==> src/hw/rtl/bdfs_pkg.sv <==
// Package for the bridge driver fault supervisor.
// Holds the register map, configuration record, shutdown codes and helpers.
// No dependencies; imported by bdfs_regs and the top level.
package bdfs_pkg;

	localparam int ADDR_W = 5;
	localparam int DATA_W = 32;

	localparam logic [7:0] BYTE_ALL_ONES = 8'hFF;

	// Register indexes (byte address is four times the index).
	typedef enum logic [2:0] {
		REG_BOOT_DELAY     = 3'd0,
		REG_POLL_PERIOD    = 3'd1,
		REG_DEBOUNCE_TICKS = 3'd2,
		REG_BAD_LIMIT      = 3'd3,
		REG_EXPECTED_CTRL1 = 3'd4,
		REG_EXPECTED_CTRL4 = 3'd5
	} reg_idx_t;

	typedef enum logic [1:0] {
		SHUT_NONE   = 2'd0,
		SHUT_LINK   = 2'd1,
		SHUT_DRIVER = 2'd2
	} shut_t;

	typedef struct packed {
		logic [15:0] boot_delay;
		logic [15:0] poll_period;
		logic [15:0] debounce_ticks;
		logic [7:0]  bad_limit;
		logic [7:0]  expected_ctrl1;
		logic [7:0]  expected_ctrl4;
	} cfg_t;

	localparam logic [15:0] BOOT_DELAY_RST     = 16'd2000;
	localparam logic [15:0] POLL_PERIOD_RST    = 16'd1000;
	localparam logic [15:0] DEBOUNCE_TICKS_RST = 16'd200;
	localparam logic [7:0]  BAD_LIMIT_RST      = 8'd3;
	localparam logic [7:0]  EXPECTED_CTRL1_RST = 8'h49;
	localparam logic [7:0]  EXPECTED_CTRL4_RST = 8'h0B;

	// Increment that sticks at the all-ones value.
	function automatic logic [15:0] sat_inc16(input logic [15:0] v);
		return (v == 16'hFFFF) ? v : v + 16'd1;
	endfunction

endpackage

==> src/hw/rtl/bdfs_regs.sv <==
// Configuration register file of the bridge driver fault supervisor.
// APB-style slave with zero wait states; depends on bdfs_pkg.
module bdfs_regs
	import bdfs_pkg::*;
(
	input  logic              clk,
	input  logic              arst_n,
	input  logic              psel,
	input  logic              penable,
	input  logic              pwrite,
	input  logic [ADDR_W-1:0] paddr,
	input  logic [DATA_W-1:0] pwdata,
	output logic [DATA_W-1:0] prdata,
	output logic              pready,
	output cfg_t              cfg
);

	cfg_t     cfg_q;
	reg_idx_t idx;
	logic     wr_en;

	assign idx    = reg_idx_t'(paddr[ADDR_W-1:2]);
	assign wr_en  = psel && penable && pwrite;
	assign pready = 1'b1;
	assign cfg    = cfg_q;

	always_ff @(posedge clk or negedge arst_n) begin
		if (!arst_n) begin
			cfg_q.boot_delay     <= BOOT_DELAY_RST;
			cfg_q.poll_period    <= POLL_PERIOD_RST;
			cfg_q.debounce_ticks <= DEBOUNCE_TICKS_RST;
			cfg_q.bad_limit      <= BAD_LIMIT_RST;
			cfg_q.expected_ctrl1 <= EXPECTED_CTRL1_RST;
			cfg_q.expected_ctrl4 <= EXPECTED_CTRL4_RST;
		end else if (wr_en) begin
			unique case (idx)
				REG_BOOT_DELAY:     cfg_q.boot_delay     <= pwdata[15:0];
				REG_POLL_PERIOD:    cfg_q.poll_period    <= pwdata[15:0];
				REG_DEBOUNCE_TICKS: cfg_q.debounce_ticks <= pwdata[15:0];
				REG_BAD_LIMIT:      cfg_q.bad_limit      <= pwdata[7:0];
				REG_EXPECTED_CTRL1: cfg_q.expected_ctrl1 <= pwdata[7:0];
				REG_EXPECTED_CTRL4: cfg_q.expected_ctrl4 <= pwdata[7:0];
				default: ;
			endcase
		end
	end

	always_comb begin
		unique case (idx)
			REG_BOOT_DELAY:     prdata = {16'd0, cfg_q.boot_delay};
			REG_POLL_PERIOD:    prdata = {16'd0, cfg_q.poll_period};
			REG_DEBOUNCE_TICKS: prdata = {16'd0, cfg_q.debounce_ticks};
			REG_BAD_LIMIT:      prdata = {24'd0, cfg_q.bad_limit};
			REG_EXPECTED_CTRL1: prdata = {24'd0, cfg_q.expected_ctrl1};
			REG_EXPECTED_CTRL4: prdata = {24'd0, cfg_q.expected_ctrl4};
			default:            prdata = '0;
		endcase
	end

endmodule

==> src/hw/rtl/bridge_driver_fault_supervisor.sv <==
// Bridge driver fault supervisor: one tick transaction in, one verdict transaction out.
// A tick transaction is registered in the input register, passes the update logic, and
// its verdict is registered in the result register, where it waits for res_ready.
// Throughput: one tick per cycle while res_ready is high; the single stage of update
// logic between the input register and the result register sets that rate.
// Reset (arst_n low, asynchronous): configuration returns to its defaults, all
// counters and flags clear, the last sampled bytes read back as 0xFF.
module bridge_driver_fault_supervisor
	import bdfs_pkg::*;
(
	input  logic              clk,
	input  logic              arst_n,
	// APB-style configuration port
	input  logic              psel,
	input  logic              penable,
	input  logic              pwrite,
	input  logic [ADDR_W-1:0] paddr,
	input  logic [DATA_W-1:0] pwdata,
	output logic [DATA_W-1:0] prdata,
	output logic              pready,
	// Tick channel
	input  logic              tick_valid,
	output logic              tick_ready,
	input  logic              fault_pin,
	input  logic [7:0]        fault_byte,
	input  logic [7:0]        diag_byte,
	input  logic [7:0]        ctrl1_byte,
	input  logic [7:0]        ctrl3_byte,
	input  logic [7:0]        ctrl4_byte,
	// Result channel
	output logic              res_valid,
	input  logic              res_ready,
	output logic              healthy,
	output logic              link_ok,
	output logic              config_ok,
	output logic              do_init_writes,
	output logic              sampled,
	output logic [1:0]        shutdown,
	output logic [15:0]       error_count,
	output logic [7:0]        bad_run,
	output logic [7:0]        last_fault,
	output logic [7:0]        last_diag
);

	cfg_t cfg;

	bdfs_regs u_regs (
		.clk     (clk),
		.arst_n  (arst_n),
		.psel    (psel),
		.penable (penable),
		.pwrite  (pwrite),
		.paddr   (paddr),
		.pwdata  (pwdata),
		.prdata  (prdata),
		.pready  (pready),
		.cfg     (cfg)
	);

	// ------------------------------------------------------------------
	// Input register. A tick transaction lands here and is processed once
	// the result register is free or being emptied.
	// ------------------------------------------------------------------
	logic       valid_s1;
	logic       pin_s1;
	logic [7:0] fault_s1, diag_s1, ctrl1_s1, ctrl3_s1, ctrl4_s1;
	logic       advance;

	assign advance    = valid_s1 && (!res_valid || res_ready);
	assign tick_ready = !valid_s1 || advance;

	always_ff @(posedge clk or negedge arst_n) begin
		if (!arst_n) begin
			valid_s1 <= 1'b0;
		end else if (tick_ready) begin
			valid_s1 <= tick_valid;
		end
	end

	always_ff @(posedge clk) begin
		if (tick_valid && tick_ready) begin
			pin_s1   <= fault_pin;
			fault_s1 <= fault_byte;
			diag_s1  <= diag_byte;
			ctrl1_s1 <= ctrl1_byte;
			ctrl3_s1 <= ctrl3_byte;
			ctrl4_s1 <= ctrl4_byte;
		end
	end

	// ------------------------------------------------------------------
	// Supervisor state.
	// ------------------------------------------------------------------
	logic        ready_q, low_track_q, link_good_q, config_good_q;
	logic [15:0] boot_q, poll_q, low_q, total_q;
	logic [7:0]  streak_q, last_fault_q, last_diag_q;

	logic        ready_n, low_track_n, link_good_n, config_good_n;
	logic [15:0] boot_n, poll_n, low_n, total_n;
	logic [7:0]  streak_n, last_fault_n, last_diag_n;

	logic        healthy_n, init_n, smp_n;
	shut_t       shut_n;

	// ------------------------------------------------------------------
	// Per-tick update. A tick can take the register bytes zero, one or two
	// times: a poll tick that also ends the debounce reads the same bytes
	// twice, so a bad readback then counts twice.
	// ------------------------------------------------------------------
	always_comb begin
		logic [15:0] boot_inc, poll_inc, low_inc;
		logic [7:0]  streak_one;
		logic [8:0]  streak_sum;
		logic [16:0] total_sum;
		logic [1:0]  n_smp;
		logic        bad_rd, cfg_match, poll_hit;

		boot_inc   = sat_inc16(boot_q);
		poll_inc   = sat_inc16(poll_q);
		low_inc    = sat_inc16(low_q);
		bad_rd     = (fault_s1 == BYTE_ALL_ONES) && (diag_s1 == BYTE_ALL_ONES) &&
		             (ctrl1_s1 == BYTE_ALL_ONES) && (ctrl3_s1 == BYTE_ALL_ONES);
		cfg_match  = (ctrl1_s1 == cfg.expected_ctrl1) && (ctrl4_s1 == cfg.expected_ctrl4);
		streak_one = (streak_q == BYTE_ALL_ONES) ? streak_q : streak_q + 8'd1;
		poll_hit   = 1'b0;
		n_smp      = 2'd0;

		ready_n     = ready_q;
		boot_n      = boot_q;
		poll_n      = poll_q;
		low_track_n = low_track_q;
		low_n       = low_q;
		healthy_n   = 1'b1;
		init_n      = 1'b0;
		shut_n      = SHUT_NONE;

		if (!ready_q) begin
			// Boot wait: the pin is ignored until the init tick.
			boot_n = boot_inc;
			if (boot_inc >= cfg.boot_delay) begin
				init_n  = 1'b1;
				n_smp   = 2'd1;
				poll_n  = '0;
				ready_n = 1'b1;
				if (bad_rd) begin
					healthy_n = 1'b0;
					shut_n    = SHUT_LINK;
				end
			end
		end else begin
			poll_hit = (poll_inc >= cfg.poll_period);
			poll_n   = poll_hit ? '0 : poll_inc;
			n_smp    = poll_hit ? 2'd1 : 2'd0;
			if (poll_hit && bad_rd && (streak_one >= cfg.bad_limit)) begin
				// Link fault shutdown skips the pin tracking for this tick.
				healthy_n = 1'b0;
				shut_n    = SHUT_LINK;
			end else begin
				healthy_n = poll_hit ? !bad_rd : link_good_q;
				if (pin_s1) begin
					low_track_n = 1'b0;
					low_n       = '0;
				end else if (!low_track_q) begin
					low_track_n = 1'b1;
					low_n       = '0;
				end else begin
					low_n = low_inc;
					if (low_inc >= cfg.debounce_ticks) begin
						n_smp     = n_smp + 2'd1;
						healthy_n = 1'b0;
						shut_n    = SHUT_DRIVER;
					end
				end
			end
		end

		// Effect of the readbacks on the link bookkeeping.
		smp_n         = (n_smp != 2'd0);
		streak_sum    = {1'b0, streak_q} + {7'd0, n_smp};
		total_sum     = {1'b0, total_q} + {15'd0, n_smp};
		link_good_n   = link_good_q;
		config_good_n = config_good_q;
		streak_n      = streak_q;
		total_n       = total_q;
		last_fault_n  = last_fault_q;
		last_diag_n   = last_diag_q;
		if (n_smp != 2'd0) begin
			last_fault_n = fault_s1;
			last_diag_n  = diag_s1;
			if (bad_rd) begin
				link_good_n   = 1'b0;
				config_good_n = 1'b0;
				streak_n      = streak_sum[8] ? BYTE_ALL_ONES : streak_sum[7:0];
				total_n       = total_sum[16] ? 16'hFFFF : total_sum[15:0];
			end else begin
				link_good_n   = 1'b1;
				config_good_n = cfg_match;
				streak_n      = '0;
			end
		end
	end

	always_ff @(posedge clk or negedge arst_n) begin
		if (!arst_n) begin
			ready_q       <= 1'b0;
			boot_q        <= '0;
			poll_q        <= '0;
			low_track_q   <= 1'b0;
			low_q         <= '0;
			link_good_q   <= 1'b0;
			config_good_q <= 1'b0;
			streak_q      <= '0;
			total_q       <= '0;
			last_fault_q  <= BYTE_ALL_ONES;
			last_diag_q   <= BYTE_ALL_ONES;
		end else if (advance) begin
			ready_q       <= ready_n;
			boot_q        <= boot_n;
			poll_q        <= poll_n;
			low_track_q   <= low_track_n;
			low_q         <= low_n;
			link_good_q   <= link_good_n;
			config_good_q <= config_good_n;
			streak_q      <= streak_n;
			total_q       <= total_n;
			last_fault_q  <= last_fault_n;
			last_diag_q   <= last_diag_n;
		end
	end

	// ------------------------------------------------------------------
	// Result register. It holds a finished verdict while the consumer
	// stalls; the input register keeps accepting as long as this one drains.
	// ------------------------------------------------------------------
	logic        res_valid_q;
	logic        healthy_q, link_ok_q, config_ok_q, init_q, sampled_q;
	shut_t       shutdown_q;
	logic [15:0] error_count_q;
	logic [7:0]  bad_run_q, res_fault_q, res_diag_q;

	always_ff @(posedge clk or negedge arst_n) begin
		if (!arst_n) begin
			res_valid_q <= 1'b0;
		end else if (!res_valid_q || res_ready) begin
			res_valid_q <= valid_s1;
		end
	end

	always_ff @(posedge clk) begin
		if (advance) begin
			healthy_q     <= healthy_n;
			link_ok_q     <= link_good_n;
			config_ok_q   <= config_good_n;
			init_q        <= init_n;
			sampled_q     <= smp_n;
			shutdown_q    <= shut_n;
			error_count_q <= total_n;
			bad_run_q     <= streak_n;
			res_fault_q   <= last_fault_n;
			res_diag_q    <= last_diag_n;
		end
	end

	assign res_valid      = res_valid_q;
	assign healthy        = healthy_q;
	assign link_ok        = link_ok_q;
	assign config_ok      = config_ok_q;
	assign do_init_writes = init_q;
	assign sampled        = sampled_q;
	assign shutdown       = shutdown_q;
	assign error_count    = error_count_q;
	assign bad_run        = bad_run_q;
	assign last_fault     = res_fault_q;
	assign last_diag      = res_diag_q;

	// ------------------------------------------------------------------
	// Assertions
	// ------------------------------------------------------------------
	// Once the boot wait is over the supervisor never goes back to it.
	a_ready_sticks: assert property (@(posedge clk) disable iff (!arst_n)
		!$fell(ready_q))
		else $error("supervisor left the ready state");

	// Any shutdown request comes with an unhealthy verdict.
	a_shut_unhealthy: assert property (@(posedge clk) disable iff (!arst_n)
		res_valid && (shutdown != SHUT_NONE) |-> !healthy)
		else $error("shutdown reported with healthy verdict");

	// A good link means the bad streak has been cleared.
	a_link_streak: assert property (@(posedge clk) disable iff (!arst_n)
		res_valid && link_ok |-> (bad_run == 8'd0))
		else $error("bad streak nonzero on a good link");

	// The init writes always come with a readback.
	a_init_sampled: assert property (@(posedge clk) disable iff (!arst_n)
		res_valid && do_init_writes |-> sampled)
		else $error("init writes without a readback");

endmodule
==> config.mk <==
export PLATFORM = sky130hd
export DESIGN_NAME = bridge_driver_fault_supervisor
export DESIGN_NICKNAME = d
export VERILOG_FILES = /design/src/hw/rtl/bdfs_pkg.sv /design/src/hw/rtl/bdfs_regs.sv /design/src/hw/rtl/bridge_driver_fault_supervisor.sv
export SDC_FILE = /design/constraint.sdc
export NUM_CORES = 1
export LEC_CHECK = 0
export ABC_AREA = 1
export BUFFER_PORTS_ARGS = -buffer_cell sky130_fd_sc_hd__clkbuf_2
export CAP_MARGIN = 10
export CORE_ASPECT_RATIO = 0.5
export CORE_MARGIN = 2
export CORE_UTILIZATION = 54
export DETAILED_ROUTE_END_ITERATION = 16
export PLACE_DENSITY = 0.78
export REMOVE_ABC_BUFFERS = 1
export SETUP_SLACK_MARGIN = 0.4
export SYNTH_ARGS = -nofsm -noshare
export SYNTH_HDL_FRONTEND = slang
export SYNTH_SLANG_ARGS = --single-unit
==> constraint.sdc <==
create_clock -name clk -period 5.5 [get_ports clk]
set_input_delay 1.375 -clock clk [delete_from_list [all_inputs] [get_ports clk]]
set_output_delay 1.375 -clock clk [all_outputs]
set_load 0.005 [all_outputs]
## Yosys cells after proc, flatten, opt, wreduce, memory -nomap -nowiden

Index checks and enable logic that the tools add are counted.

- Bits in registers: 254
- Output and inout bits: 82
- Bits of input ports: 85
- Word-level logic and storage cells: 136

- Reduce and logical (&&, ||, !) cells: 27
- Order comparisons: 4
- Eq/ne operators: 15
- Multiplexer cells: 46
- Add/sub/neg operators: 7
- Bitwise operators: 2

Operators by type and width:

| cell | count |
|---|---|
| two-way mux 16 bit | 11 |
| one-hot mux 16 bit (6 select lines) | 1 |
| adder 16 x 1 -> 16 bit, second input constant | 3 |
| equality test 16 bit, second input constant | 3 |
| greater-or-equal comparator 16 bit | 3 |
| two-way mux 8 bit | 6 |
| equality test 8 bit, second input constant | 5 |
| two-way mux 2 bit | 10 |
| two-way mux 1 bit | 18 |
| adder 16 x 2 -> 17 bit | 1 |
| equality test 8 bit | 2 |
| AND reduction 2 bit | 8 |
| logical AND 1 bit | 10 |
| adder 8 x 2 -> 9 bit | 1 |
| adder 8 x 1 -> 8 bit, second input constant | 1 |
| greater-or-equal comparator 8 bit | 1 |
| equality test 3 x 2 -> 1 bit, second input constant | 2 |
| equality test 3 bit, second input constant | 2 |
| nonzero test 2 bit | 2 |
| equality test 3 x 1 -> 1 bit, second input constant | 1 |
| zero test 1 bit | 3 |
| zero test 3 bit | 1 |
| AND reduction 3 bit | 1 |
| adder 1 x 1 -> 2 bit, second input constant | 1 |
| other kinds (2) | 4 |

## Depth between registers and ports, before layout

- Word-level depth: 14
- Depth in mapped cells: 42

## Hierarchy

From an unflattened synthesis, not the netlist that was laid out.

- Cell total of the unflattened synthesis: 1825
- Area, all modules: 14829.2 um^2

Modules (own cells, without submodules):

| module | cells an instance | times used | area each (um^2) |
|---|---|---|---|
| bridge_driver_fault_supervisor | 1376 | 1 | 11172.0 |
| bdfs_regs | 449 | 1 | 3657.3 |

## Worst setup path before layout

OpenSTA, ideal clock, no wires.

- Path type: register to register
- Start: reg poll_q[0]
- End: reg error_count_q[6], in the netlist error_count[6], data pin
- Data arrival time: 4855 ps
- Slack: 387 ps
- Library setup time: 258 ps
- Cell stages (with the launch flop): 36
- Period minus slack after synthesis: 5113 ps
- Data required time: 5242 ps
- Cell sequence: dfrtp_1 > ha_1 > inv_1 > nor3_1 > nand2_1 > or4_1 > buf_2 > nand2_1 > ha_1 > nand2_1 > inv_1 > nand2_1 > nand2_1 > nor2_1 > nand2_1 > nand2_1 > nand2_2 > ha_1 > or2_2 > nand2_1 > nand3_2 > nand2_4 > buf_2 > inv_1 > ha_1 > inv_1 > fa_1 > nor3_4 > inv_1 > nor2_2 > nand2_1 > xor2_1 > o21ai_1 > o21ai_0 > nand2_1 > nand2_1

- Longest elaborated chain between the ends: 14
- Elaborated cells on any way between the ends: 18

Ends and longest elaborated chain:

| element | line | RTL |
|---|---|---|
| start, declared | bridge_driver_fault_supervisor.sv:95 | `logic [15:0] boot_q, poll_q, low_q, total_q;` |
| start signal, assigned | bridge_driver_fault_supervisor.sv:219 | `poll_q <= poll_n;` |
| adder 16 x 1 -> 16 bit / equality test 16 bit (equally long branches) | bdfs_pkg.sv:45 | `return (v == 16'hFFFF) ? v : v + 16'd1;` |
| two-way mux 16 bit * | bdfs_pkg.sv:45 |  |
| greater-or-equal comparator 16 bit * | bridge_driver_fault_supervisor.sv:151 | `poll_hit = (poll_inc >= cfg.poll_period);` |
| two-way mux 1 bit | bridge_driver_fault_supervisor.sv:153 | `n_smp = poll_hit ? 2'd1 : 2'd0;` |
| adder 1 x 1 -> 2 bit | bridge_driver_fault_supervisor.sv:169 | `n_smp = n_smp + 2'd1;` |
| two-way mux 2 bit | bridge_driver_fault_supervisor.sv:168 | `if (low_inc >= cfg.debounce_ticks) begin` |
| two-way mux 2 bit | bridge_driver_fault_supervisor.sv:163 | `end else if (!low_track_q) begin` |
| two-way mux 2 bit | bridge_driver_fault_supervisor.sv:160 | `if (pin_s1) begin` |
| two-way mux 2 bit * | bridge_driver_fault_supervisor.sv:154 | `if (poll_hit && bad_rd && (streak_one >= cfg.bad_limit)) begin` |
| two-way mux 2 bit * | bridge_driver_fault_supervisor.sv:137 | `if (!ready_q) begin` |
| adder 16 x 2 -> 17 bit | bridge_driver_fault_supervisor.sv:180 | `total_sum = {1'b0, total_q} + {15'd0, n_smp};` |
| two-way mux 16 bit | bridge_driver_fault_supervisor.sv:194 | `total_n = total_sum[16] ? 16'hFFFF : total_sum[15:0];` |
| two-way mux 16 bit | bridge_driver_fault_supervisor.sv:190 | `if (bad_rd) begin` |
| two-way mux 16 bit * | bridge_driver_fault_supervisor.sv:187 | `if (n_smp != 2'd0) begin` |
| net total_n[6] | bridge_driver_fault_supervisor.sv:99 | `logic [15:0] boot_n, poll_n, low_n, total_n;` |
| end signal, assigned | bridge_driver_fault_supervisor.sv:257 | `error_count_q <= total_n;` |
| end, declared | bridge_driver_fault_supervisor.sv:238 | `logic [15:0] error_count_q;` |

Mark *: on every way through the listed nets, which the timed path passes. The rest lies on a longest branch.
A chain may end at the register's enable or synchronous reset.

## Worst setup path after layout

- Start: reg poll_q[1]
- End: reg error_count_q[6], in the netlist error_count[6], data pin

Same word-level chain as after synthesis.

==> run_results.csv <==
group,metric,value,unit
status,status,"finished clean",
placed_design,port-buffer-count,131,
grt,global_route_total_overflow,0,
synthesis,yosys_warnings,0,
setup_path,worst-endpoint-required,5.79,ns
finish,finalNetCount,2035,
finish,layout.filler_cells,2193,
grt,initial_antenna_violation_count,0,
synthesis,synth_ff_type,"sky130_fd_sc_hd__dfrtp_1",
sta,timing.setup.tns,0,ns
setup_path,crit_path_max_fanout,8,
clocking,number_of_hold_buffers_added_after_cts,0,
sta,fmaxAchievable,196,MHz
run,drv_cap,0,
sta,timing.final.ws_setup,0.408,ns
setup_path,worstSetupStartpointType,"flop",
setup_path,critical_path.slowest_cell,"sky130_fd_sc_hd__or4_4",
finish,synthToLayoutAreaGrowth,15.7,%
grt,grt_pass1_wl,55900,um
finish,most-common-layout-cells,"sky130_fd_sc_hd__nand2_1, sky130_fd_sc_hd__inv_1, sky130_fd_sc_hd__o21ai_0",
synthesis,async_sr_flop_fraction,65.4,%
finish,finish.instance_area,16600,um2
power,worst_vdd_ir,286,uV
synthesis,synthesis.instances,1741,
worst_hold_path,hold_path.class,"flop to flop",
power,power-per-cell-area,380,nW/um2
placed_design,place.gp.congestion,0.964,
detailed_routing,wl_per_cell,15.5,um
finish,insertedDiodeCount,0,
setup_path,path_buf_inv,5,
sta,worst_clock_skew,0.0166,ns
synthesis,yosysSeqAreaShare,47.7,%
setup_path,timing.critical_path.max_delay_family,"simple AND/OR/NAND/NOR gates",
floorplanning,floorplan.rows,42,
floorplanning,die_area,28000,um2
setup_path,slowest_delay,0.57,ns
placed_design,post-place-cells,2199,
grt,grt_start_max_net_pins,90,
sta,finalWorstPathRequiredPeriod,5.09,ns
floorplanning,core_region_area,26300,um2
placed_design,place.detailed.hpwl,24600,um
grt,first_global_vias,11200,
detailed_routing,routed_wirelength,35000,um
setup_path,critical_path_class,"flop to flop",
synthesis,synth-seq-cells,254,
synthesis,synth-edff-count,88,
placed_design,dpl_cell_area,15400,um2
detailed_routing,drt-vias-per-instance,5.36,
setup_path,r2r_setup_slack,0.41,ns
detailed_routing,first_iter_violations,1066,
placed_design,dp_slack,0.133,ns
sta,tightest_slew,1.13,ns
finish,post_route_cells_drive_above_1_share,17.9,%
synthesis,syn_area_per_cell,8.24,um2
clocking,cts.sinks,254,
synthesis,post-synth-top-area-fraction,22.2,%
finish,fin_cells,2253,
detailed_routing,route.detailed.drc,0,
setup_path,cp_common_cell,"sky130_fd_sc_hd__nand2_1",
floorplanning,die_span_x,235,um
clocking,cts.htree.levels,1,
sta,finalHoldViolCount,0,
synthesis,top_cells_by_area_in_the_synthesized_netlist,"sky130_fd_sc_hd__dfrtp_1, sky130_fd_sc_hd__edfxtp_1, sky130_fd_sc_hd__nand2_1",
setup_path,worst_setup_path_end_kind,"flop",
grt,grt_util_all_layers,25.0,%
floorplanning,pin_count,167,
clocking,cts_buffer_depth,3,
sta,report.final.setup_viol,0,
synthesis,post_synth_instance_area,14300,um2
clocking,clk_transition_reported_paths,0.06,ns
clocking,clock_latency_of_the_later_clocked_register_in_the_worst_skew_pair,0.55,ns
floorplanning,chipHeight,119,um
clocking,cts_made_buffers,24,
clocking,cts_tree,"built",
sta,worst_max_slew_margin_expressed_relative_to_the_limit,24.6,%
power,total_leakage_power,7.87,nW
setup_path,critical_path_arrival,5.38,ns
synthesis,cell_type_with_the_largest_total_area_after_synthesis,"sky130_fd_sc_hd__dfrtp_1",
floorplanning,initial_utilization,54.6,%
synthesis,ys_types,57,
detailed_routing,route.antenna.remaining_nets,0,
sta,setup_repair_after_global_routing_missed_its_margin,"yes",
sta,final.hold.worst_slack,0.466,ns
detailed_routing,dr_total_vias,12100,
clocking,root_buffer,"sky130_fd_sc_hd__clkbuf_16",
detailed_routing,number_of_iterations_in_the_first_detailed_routing_pass,5,
finish,most_common_cell_after_layout_fill_and_taps_aside,"sky130_fd_sc_hd__nand2_1",
sta,final_min_period_over_clock_period,92.6,%
sta,final-max-slew-violation-count,0,
-- logic make-up (layout without fill, tap and decap cells) --
group / count (synthesis) / count (layout) / synth area share, %
XOR/XNOR: 47 / 47 / 2.87
multiplexers: 1 / 1 / 0.0698
other: 2 / 17 / 0.0523
AND/OR/NAND/NOR: 836 / 837 / 25.7
AO/OA/AOI/OAI: 236 / 236 / 9.10
flip-flops: 254 / 254 / 47.7
buffers and inverters: 298 / 442 / 8.55
adder cells (fa/ha/maj): 67 / 67 / 5.95
-- registers in the layout, summed over array words and instances, names as in the netlist, 2 cells and up --
| signal | cells |
|---|---|
| shutdown | 2 |
| fault_s1 | 8 |
| u_regs.cfg | 72 |
| ctrl4_s1 | 8 |
| bad_run | 8 |
| ctrl1_s1 | 8 |
| streak_q | 8 |
| total_q | 16 |
| last_fault | 8 |
| last_fault_q | 8 |
| diag_s1 | 8 |
| poll_q | 16 |
| last_diag_q | 8 |
| error_count | 16 |
| ctrl3_s1 | 8 |
| last_diag | 8 |
| low_q | 16 |
| boot_q | 16 |
-- worst min-delay path, cell delays in order, from the launching register on --
cell and delay [ns]:
sky130_fd_sc_hd__dfstp_2 0.36, sky130_fd_sc_hd__nand2_1 0.05, sky130_fd_sc_hd__nand2_1 0.05
-- stage by stage --
step / total power [mW] / utilization (%)
global route: 6.72 / 63.2
floorplan: 3.84 / -
detailed placement: 4.52 / 58.5
finish: 6.31 / 63.2
CTS: 6.25 / 61.7
global placement: 4.45 / 58.5
-- cells in the mapped netlist (3+ instances only) --
master / n
sky130_fd_sc_hd__buf_4: 19
sky130_fd_sc_hd__a31oi_1: 4
sky130_fd_sc_hd__dfrtp_1: 127
sky130_fd_sc_hd__and2_1: 19
sky130_fd_sc_hd__nand3_1: 108
sky130_fd_sc_hd__xor2_1: 35
sky130_fd_sc_hd__nor2_2: 5
sky130_fd_sc_hd__nand4_1: 25
sky130_fd_sc_hd__o22ai_1: 6
sky130_fd_sc_hd__clkbuf_1: 29
sky130_fd_sc_hd__or2_2: 7
sky130_fd_sc_hd__xnor2_1: 12
sky130_fd_sc_hd__o221ai_1: 14
sky130_fd_sc_hd__nor3_1: 31
sky130_fd_sc_hd__nand3b_1: 17
sky130_fd_sc_hd__nor2_1: 68
sky130_fd_sc_hd__nor3_2: 3
sky130_fd_sc_hd__dfstp_2: 39
sky130_fd_sc_hd__o21ai_1: 10
sky130_fd_sc_hd__edfxtp_1: 88
sky130_fd_sc_hd__ha_1: 65
sky130_fd_sc_hd__o21a_1: 3
sky130_fd_sc_hd__nand2_2: 6
sky130_fd_sc_hd__a221oi_1: 5
sky130_fd_sc_hd__o21ai_0: 136
sky130_fd_sc_hd__a21oi_1: 46
sky130_fd_sc_hd__clkinv_1: 3
sky130_fd_sc_hd__nand3_4: 3
sky130_fd_sc_hd__nor4_1: 10
sky130_fd_sc_hd__nand2_1: 524
sky130_fd_sc_hd__buf_1: 4
sky130_fd_sc_hd__buf_2: 14
sky130_fd_sc_hd__inv_1: 223
sky130_fd_sc_hd__inv_2: 3
-- path summary, 6_finish.rpt --
path | startpoint | endpoint | depth (start not counted)
setup / recovery | poll_q[1] | error_count[6] | 32
hold / removal | last_diag_q[0] | last_diag_q[0] | 2
setup reg to reg | poll_q[1] | error_count[6] | 32
hold reg to reg | last_diag_q[0] | last_diag_q[0] | 2
max in group asynchronous | arst_n | last_diag_q[0] | 2
min in group asynchronous | arst_n | u_regs.cfg[39] | 1
-- repair_timing --
action / 4_1_cts / 5_1_grt
setup buffers: 0 / 9
pin swaps: 2 / 42
setup endpoints to repair: 46 / 48
gates cloned: 0 / 1
resized for setup: 12 / 78
-- report_power, final --
group	total (mW)	internal [mW]	switching, mW	leakage [nW]
sequential	2.66	2.45	0.215	2.95
combinational	1.92	0.702	1.22	4.54
clock	1.72	0.993	0.732	0.380
-- layer usage --
layer	vias up	wire length [um]	share of wire (%)	GRT usage (%)
met5	-	0	0	0
met4	0	1270	3.6	8.65
met3	80	2000	5.7	3.40
met2	348	16000	46	39.3
met1	5674	15700	45	35.7
li1	5964	-	-	-
-- area by class of cell --
type / count / area, um2 / share of cell area [%]
clock buffers: 35 / 673 / 4.05
clock inverters: 9 / 126 / 0.761
inverters: 230 / 880 / 5.30
multi-input cells: 1205 / 6670 / 40.2
flip-flops and latches: 254 / 6850 / 41.2
well taps: 352 / 440 / 2.65
repair buffers: 168 / 963 / 5.80
No activity file was read; power rests on OpenSTA's default activity.
